[config.mk]
export PLATFORM = sky130hd
export DESIGN_NAME = phase_level_quantizer_unit
export DESIGN_NICKNAME = d
export VERILOG_FILES = /design/src/rtl/plq_pkg.sv /design/src/rtl/phase_level_quantizer_unit.sv /design/src/rtl/plq_ctrl.sv /design/src/rtl/plq_datapath.sv
export SDC_FILE = /design/constraint.sdc
export NUM_CORES = 1
export LEC_CHECK = 0
export BUFFER_PORTS_ARGS = -buffer_cell sky130_fd_sc_hd__buf_2
export CORE_MARGIN = 2
export CORE_UTILIZATION = 40
export CTS_CLUSTER_DIAMETER = 80
export DETAILED_ROUTE_END_ITERATION = 8
export GPL_TIMING_DRIVEN = 1
export PLACE_DENSITY = 0.53
export SYNTH_ARGS = -nofsm -noshare
export SYNTH_HDL_FRONTEND = slang
export SYNTH_SLANG_ARGS = --single-unit
[constraint.sdc]
create_clock -name clk -period 5 [get_ports clk]
set_clock_uncertainty 0.2 [all_clocks]
set_input_delay 0 -clock clk [delete_from_list [all_inputs] [get_ports clk]]
set_output_delay 0 -clock clk [all_outputs]
set_load 0.005 [all_outputs]
[src/rtl/plq_pkg.sv]
// Phase level quantizer: shared widths, opcodes and controller/datapath types.
// No dependencies; imported by every module of the block.
package plq_pkg;

  // Threshold table and field widths
  localparam int LEVEL_COUNT = 17;
  localparam int CNT_W       = $clog2(LEVEL_COUNT + 1);
  localparam int PHASE_W     = 16;
  localparam int SLOT_W      = 5;
  localparam int LEVEL_W     = 5;
  localparam int IN_DATA_W   = 24;
  localparam int OUT_DATA_W  = 8;

  // Item opcodes (carried on in_tuser)
  localparam logic OP_WRITE = 1'b0;
  localparam logic OP_QUANT = 1'b1;

  // Commands from the controller to the datapath
  typedef struct packed {
    logic tbl_we;    // write one threshold entry
    logic px_load;   // capture a pixel and its frame-end flag
    logic match_en;  // register the first matching interval
    logic out_load;  // load the result register
  } plq_cmd_t;

endpackage

[src/rtl/phase_level_quantizer_unit.sv]
// Phase level quantizer top level: stream ports, controller and datapath.
// Pixel path: after acceptance the pixel passes the interval match state, then
//   the pick state, which sets out_tvalid and waits while the previous result is still held.
// Pixels: a new pixel is accepted only after the previous one has left the pick state;
//   table writes give no result and leave the controller idle.
// Reset: synchronous, active low; clears control state and all 17 table
//   entries at once, so no clearing pass is needed.
module phase_level_quantizer_unit (
  input  logic                             clk,
  input  logic                             rst_n,
  input  logic                             in_tvalid,
  output logic                             in_tready,
  input  logic [plq_pkg::IN_DATA_W-1:0]    in_tdata,  // table_slot[4:0], phase_value[20:5]
  input  logic                             in_tuser,  // opcode
  input  logic                             in_tlast,  // end_of_frame
  output logic                             out_tvalid,
  input  logic                             out_tready,
  output logic [plq_pkg::OUT_DATA_W-1:0]   out_tdata, // level[4:0]
  output logic                             out_tlast  // frame_end
);
  import plq_pkg::*;

  plq_cmd_t            cmd;
  logic [LEVEL_W-1:0]  level;

  plq_ctrl u_ctrl (
    .clk        (clk),
    .rst_n      (rst_n),
    .in_tvalid  (in_tvalid),
    .in_opcode  (in_tuser),
    .in_tready  (in_tready),
    .out_tready (out_tready),
    .out_tvalid (out_tvalid),
    .cmd        (cmd)
  );

  plq_datapath u_datapath (
    .clk          (clk),
    .rst_n        (rst_n),
    .cmd          (cmd),
    .table_slot   (in_tdata[SLOT_W-1:0]),
    .phase_value  (in_tdata[SLOT_W +: PHASE_W]),
    .end_of_frame (in_tlast),
    .level        (level),
    .frame_end    (out_tlast)
  );

  assign out_tdata = OUT_DATA_W'(level);

endmodule

[src/rtl/plq_ctrl.sv]
// Phase level quantizer controller: sequencer and output valid register.
// Depends on plq_pkg.
module plq_ctrl (
  input  logic             clk,
  input  logic             rst_n,
  input  logic             in_tvalid,
  input  logic             in_opcode,
  output logic             in_tready,
  input  logic             out_tready,
  output logic             out_tvalid,
  output plq_pkg::plq_cmd_t cmd
);
  import plq_pkg::*;

  localparam logic [1:0] S_IDLE  = 2'd0;
  localparam logic [1:0] S_MATCH = 2'd1;
  localparam logic [1:0] S_PICK  = 2'd2;

  logic [1:0] state_r, state_nxt;
  logic       out_valid_r, out_valid_nxt;

  // Sequencer
  always_comb begin
    cmd       = '0;
    state_nxt = state_r;
    case (state_r)
      S_IDLE: begin
        if (in_tvalid) begin
          if (in_opcode == OP_WRITE) begin
            cmd.tbl_we = 1'b1;
          end else begin
            cmd.px_load = 1'b1;
            state_nxt   = S_MATCH;
          end
        end
      end
      S_MATCH: begin
        cmd.match_en = 1'b1;
        state_nxt    = S_PICK;
      end
      S_PICK: begin
        // wait for the result register to drain
        if (!out_valid_r || out_tready) begin
          cmd.out_load = 1'b1;
          state_nxt    = S_IDLE;
        end
      end
      default: begin
        state_nxt = S_IDLE;
      end
    endcase
  end

  // Result register occupancy
  always_comb begin
    if (cmd.out_load) begin
      out_valid_nxt = 1'b1;
    end else if (out_tready) begin
      out_valid_nxt = 1'b0;
    end else begin
      out_valid_nxt = out_valid_r;
    end
  end

  always_ff @(posedge clk) begin
    if (!rst_n) begin
      state_r     <= S_IDLE;
      out_valid_r <= 1'b0;
    end else begin
      state_r     <= state_nxt;
      out_valid_r <= out_valid_nxt;
    end
  end

  assign in_tready  = (state_r == S_IDLE);
  assign out_tvalid = out_valid_r;

`ifndef ASSERT_OFF
  a_match_to_pick: assert property (@(posedge clk) disable iff (!rst_n)
    state_r == S_MATCH |=> state_r == S_PICK)
    else $error("match step not followed by pick step");

  a_no_overwrite: assert property (@(posedge clk) disable iff (!rst_n)
    cmd.out_load |-> (!out_valid_r || out_tready))
    else $error("result register overwritten before taken");

  a_pixel_starts: assert property (@(posedge clk) disable iff (!rst_n)
    (in_tvalid && in_tready && in_opcode == OP_QUANT) |=> state_r == S_MATCH)
    else $error("accepted pixel did not start the sequence");

  a_write_stays_idle: assert property (@(posedge clk) disable iff (!rst_n)
    (in_tvalid && in_tready && in_opcode == OP_WRITE) |=> state_r == S_IDLE)
    else $error("table write left idle");
`endif

endmodule

[src/rtl/plq_datapath.sv]
// Phase level quantizer datapath: threshold table, interval match,
// distance compare and result register. Depends on plq_pkg.
module plq_datapath (
  input  logic                            clk,
  input  logic                            rst_n,
  input  plq_pkg::plq_cmd_t               cmd,
  input  logic [plq_pkg::SLOT_W-1:0]      table_slot,
  input  logic signed [plq_pkg::PHASE_W-1:0] phase_value,
  input  logic                            end_of_frame,
  output logic [plq_pkg::LEVEL_W-1:0]     level,
  output logic                            frame_end
);
  import plq_pkg::*;

  localparam logic [CNT_W-1:0] LEVEL_MOD = CNT_W'(LEVEL_COUNT - 1);

  logic signed [PHASE_W-1:0] tbl_r  [LEVEL_COUNT];
  logic signed [PHASE_W-1:0] hi_tab [LEVEL_COUNT];
  logic signed [PHASE_W-1:0] x_r;
  logic                      eof_r;
  logic [LEVEL_COUNT-1:0]    match;
  logic [LEVEL_COUNT-1:0]    first_nxt, first_r;
  logic signed [PHASE_W-1:0] lo_sel, hi_sel;
  logic [CNT_W-1:0]          k_sel, up, level_nxt;
  logic signed [PHASE_W:0]   dlo, dhi;
  logic [LEVEL_W-1:0]        out_level_r;
  logic                      out_frame_end_r;

  // Threshold table, cleared by reset; out-of-range slots are dropped
  always_ff @(posedge clk) begin
    if (!rst_n) begin
      for (int i = 0; i < LEVEL_COUNT; i++) begin
        tbl_r[i] <= '0;
      end
    end else begin
      for (int i = 0; i < LEVEL_COUNT; i++) begin
        if (cmd.tbl_we && int'(table_slot) == i) begin
          tbl_r[i] <= phase_value;
        end
      end
    end
  end

  // Upper bound of each interval; the last one is a fixed zero
  always_comb begin
    for (int k = 0; k < LEVEL_COUNT - 1; k++) begin
      hi_tab[k] = tbl_r[k + 1];
    end
    hi_tab[LEVEL_COUNT-1] = '0;
  end

  // Strict interval test for every k, then isolate the lowest hit
  always_comb begin
    for (int k = 0; k < LEVEL_COUNT; k++) begin
      match[k] = (x_r > tbl_r[k]) && (x_r < hi_tab[k]);
    end
    first_nxt = match & (~match + 1'b1);
  end

  // Bounds and index of the selected interval
  always_comb begin
    lo_sel = '0;
    hi_sel = '0;
    k_sel  = '0;
    for (int i = 0; i < LEVEL_COUNT; i++) begin
      if (first_r[i]) begin
        lo_sel = lo_sel | tbl_r[i];
        hi_sel = hi_sel | hi_tab[i];
        k_sel  = k_sel | CNT_W'(i);
      end
    end
  end

  // Nearer bound wins; a tie goes to the upper level, wrapped; no hit gives level 0
  always_comb begin
    dlo = {x_r[PHASE_W-1], x_r} - {lo_sel[PHASE_W-1], lo_sel};
    dhi = {hi_sel[PHASE_W-1], hi_sel} - {x_r[PHASE_W-1], x_r};
    up  = k_sel + 1'b1;
    if (up >= LEVEL_MOD) begin
      up = up - LEVEL_MOD;
    end
    if (up >= LEVEL_MOD) begin
      up = up - LEVEL_MOD;
    end
    if (first_r == '0) begin
      level_nxt = '0;
    end else if (dlo < dhi) begin
      level_nxt = k_sel;
    end else begin
      level_nxt = up;
    end
  end

  // Pixel, match and result registers (payload only)
  always_ff @(posedge clk) begin
    if (cmd.px_load) begin
      x_r   <= phase_value;
      eof_r <= end_of_frame;
    end
    if (cmd.match_en) begin
      first_r <= first_nxt;
    end
    if (cmd.out_load) begin
      out_level_r     <= LEVEL_W'(level_nxt);
      out_frame_end_r <= eof_r;
    end
  end

  assign level     = out_level_r;
  assign frame_end = out_frame_end_r;

`ifndef ASSERT_OFF
  a_single_hit: assert property (@(posedge clk) disable iff (!rst_n)
    cmd.out_load |-> $onehot0(first_r))
    else $error("more than one interval selected");
`endif

endmodule
==> results.toml <==
[die]
ios = 41
die_area_sq_mm = 0.05604
die_x_um = 236.7
core_area_sq_mm = 0.05371
die_h_um = 236.7
start_util_pct = 40.34
placementRows = 85

[timing]
layout_min_cycle_time_ps = 5072
setup_viol = 2
fin_crit_sh_pct = 101.4
worst_hold_slack_ps = 13.37
fin_tns_setup_ps = -124.0
drv_slew = 0
max_slew_margin_pct = 13.84
rsz0062_at_grt = "yes"
worst_slew_pin_slew_ps = 1290
fin_ws_ps = -72.29
clock.fmax_ghz = 0.1972
final_hold_viol_count = 0

[cts]
cts_max_path_buffers = 3
cts-htree-levels = 2
worstSkewPairLatency_ps = 580
cts_inserted_buffers = 40
clk_pin_slew_ps = 60
cts_tree = "done"
cts_root_buffer = "clkbuf_16"
cts_sinks = 315

[detailed_routing]
dr_total_vias = 19903
drt-total-wl_mm = 104.2
wire_per_inst_um = 33.88
post-route-drc-count = 0
dr.pass1.iters = 6
ant_nets = 0
drtIter0Drc = 2809
via_per_inst = 6.470

[critical_path]
critical_path_arrival_ps = 5330
crit_slowest_cell = "or4_1"
crit_top_cell = "buf_4"
cp_max_fo = 6
endpoint_kind = "register"
max_stage_delay_ps = 520
worst_setup_path_start_kind = "register"
cp.required_ps = 5260
path_cells = "buf_6 > buf_4 > buf_4 > a221oi_1 > nand4_1 > nor2_1 > buf_4 > ha_1 > and3_1 > a2111oi_4 > buf_4 > o21bai_1 > a21oi_2 > buf_4 > o2111ai_2 > a21oi_2 > xnor2_1 > ha_1 > o211ai_1 > a31oi_1 > nor2_2 > or4_1 > nand2_1"
worstSetupPathType = "register to register"

[layout]
final_cell_mix = "inv_1, ha_1, edfxtp_1, buf_4, a22oi_1"
drive_gt1_share_pct = 19.06
syn_to_final_growth_pct = 23.17
final_core_util_pct = 49.68
nNetsFinal = 2701
final_common_cell = "inv_1"

[grt]
antenna_found_initial = 5
track_usage_pct = 36.72
first_global_vias = 18908
grt_pass1_wl_mm = 144.1
grt_start_max_net_pins = 22
grt_overflow = 0

[synthesis]
synth_warnings = 0
async_reset_ff_share_pct = 0
synth_flop_cell = "edfxtp_1"
netlist_area_sq_mm = 0.02166
synth-seq-cells = 315
synth_enable_flop_cells = 312
synth.avg_cell_area_sq_um = 10.55
synthCells = 2054
synthDistinctLibCells = 75
netlist_top_cells_area = "edfxtp_1, ha_1, inv_1"
synth_top_area_share_pct = 43.25
synth_area_leader_cell = "edfxtp_1"
ys_seq_area_share_pct = 43.52

[power_and_ir_drop]
p_comb_share_pct = 18.2
pwr-share-seq_pct = 42.7
internal_power_w = 0.005226
powerDensity_mw_per_mm2 = 280.4
p_sw_w = 0.002255
ir_drop_mv = 0.2232
switching_share_pct = 30.15
leakagePower_nw = 11.33
report.power.total_w = 0.007481
clkPwrFrac_pct = 39.1

[placement]
gp_congestion = 1.031
port_buffers = 34
hpwl_mm = 79.12
dpl_worst_slack_ps = -406.1

[run]
drv_cap = 0

[outcome]
status = "complete, but fails checks"
violations = "setup timing"

[min_path]
holdCritPathClass = "primary input to register"
==> sequential cells by signal, summed over array words and instances (netlist names) <==
register and count:
u_datapath.tbl_r 272, u_datapath.frame_end 1, u_ctrl.state_r 2, u_datapath.level 5
u_datapath.first_r 17, u_datapath.eof_r 1, u_ctrl.out_tvalid 1, u_datapath.x_r 16
==> final cells by class <==
cell class,instances,area (sq um)
multi-input cells,1356,11330
well taps,696,870.8
inverters,313,1175
repair buffers,322,2599
clock buffers,43,1033
diodes,3,7.507
fillers,4905,27020
clock inverters,28,239.0
flip-flops and latches,315,9429
==> timing repair <==
item,CTS,global route
gates cloned,0,1
endpoints found under the setup margin,5,5
buffers inserted,14,17
endpoints found under the hold margin,161,0
pin swaps,48,60
gates resized for setup,46,62
hold buffers,30,0
==> synthesized netlist by cell type, types with 15 or more instances <==
library cell,number
a211oi_1,18
a21o_1,25
a21oi_1,92
a221oi_1,74
a222oi_1,16
a22o_1,73
a22oi_1,96
and2_1,22
clkbuf_1,63
edfxtp_1,312
ha_1,321
inv_1,313
nand2_1,66
nand2b_1,18
nand3_1,54
nand4_1,70
nor2_1,83
nor2b_1,23
nor3_1,27
nor4_1,20
o21a_1,15
o21ai_0,69
==> through the flow <==
| step | cells | cell area, sq um |
|---|---|---|
| floorplan | 2056 | 21680 |
| global placement | 2942 | 24360 |
| detailed placement | 2942 | 24360 |
| CTS | 3057 | 26240 |
| global route | 3073 | 26680 |
| finish | 3076 | 26680 |
==> power by group through the flow <==
stage               registers, W  logic [W]  clock network, W
CTS                      0.00318    0.00130           0.00293
global placement         0.00324    0.00124                 0
floorplan                0.00317   0.000686                 0
detailed placement       0.00323    0.00125                 0
global route             0.00320    0.00146           0.00303
finish                   0.00320    0.00136           0.00292
==> path summary, 6_finish.rpt <==
| check | from | end | slack (ps) | depth (start not counted) |
|---|---|---|---|---|
| worst min-delay path | in_tdata[19] | u_datapath.x_r[14] | 10 | 2 |
| worst min register to register | u_datapath.eof_r | u_datapath.frame_end | 240 | 0 |
| worst max-delay path | u_datapath.first_r[4] | u_datapath.level[2] | -70 | 23 |
| worst max register to register | u_datapath.first_r[4] | u_datapath.level[2] | -70 | 23 |
==> cells by family (layout without fill, tap and decap cells) <==
| kind of cell | after synthesis | after routing | synth area share (%) |
|---|---|---|---|
| compound gates | 566 | 566 | 19.05 |
| xor+xnor | 23 | 23 | 0.9299 |
| fa+ha+maj | 323 | 323 | 18.72 |
| buf+inv | 385 | 706 | 6.723 |
| flops | 315 | 315 | 43.52 |
| mux | 7 | 7 | 0.3292 |
| other cells | 1 | 6 | 0.01731 |
| simple gates | 434 | 434 | 10.71 |
==> worst max-delay path: cells and delay by family (launching register included) <==
family	cells	cell delay, ps
buf+inv	6	980
simple gates	6	1240
xor+xnor	1	80
fa+ha+maj	2	550
flops	1	420
compound gates	8	1480
==> layer usage <==
layer / share of wire, % / up-vias / global-route usage (%) / wire length [um]
met5: 0.011 / - / 0 / 11
li1: - / 8486 / - / -
met3: 11 / 283 / 9.058 / 11870
met2: 41 / 1323 / 53.34 / 42960
met4: 5.6 / 2 / 17.51 / 5799
met1: 42 / 9809 / 51.21 / 43580
Power figures use the tool's default switching activity.
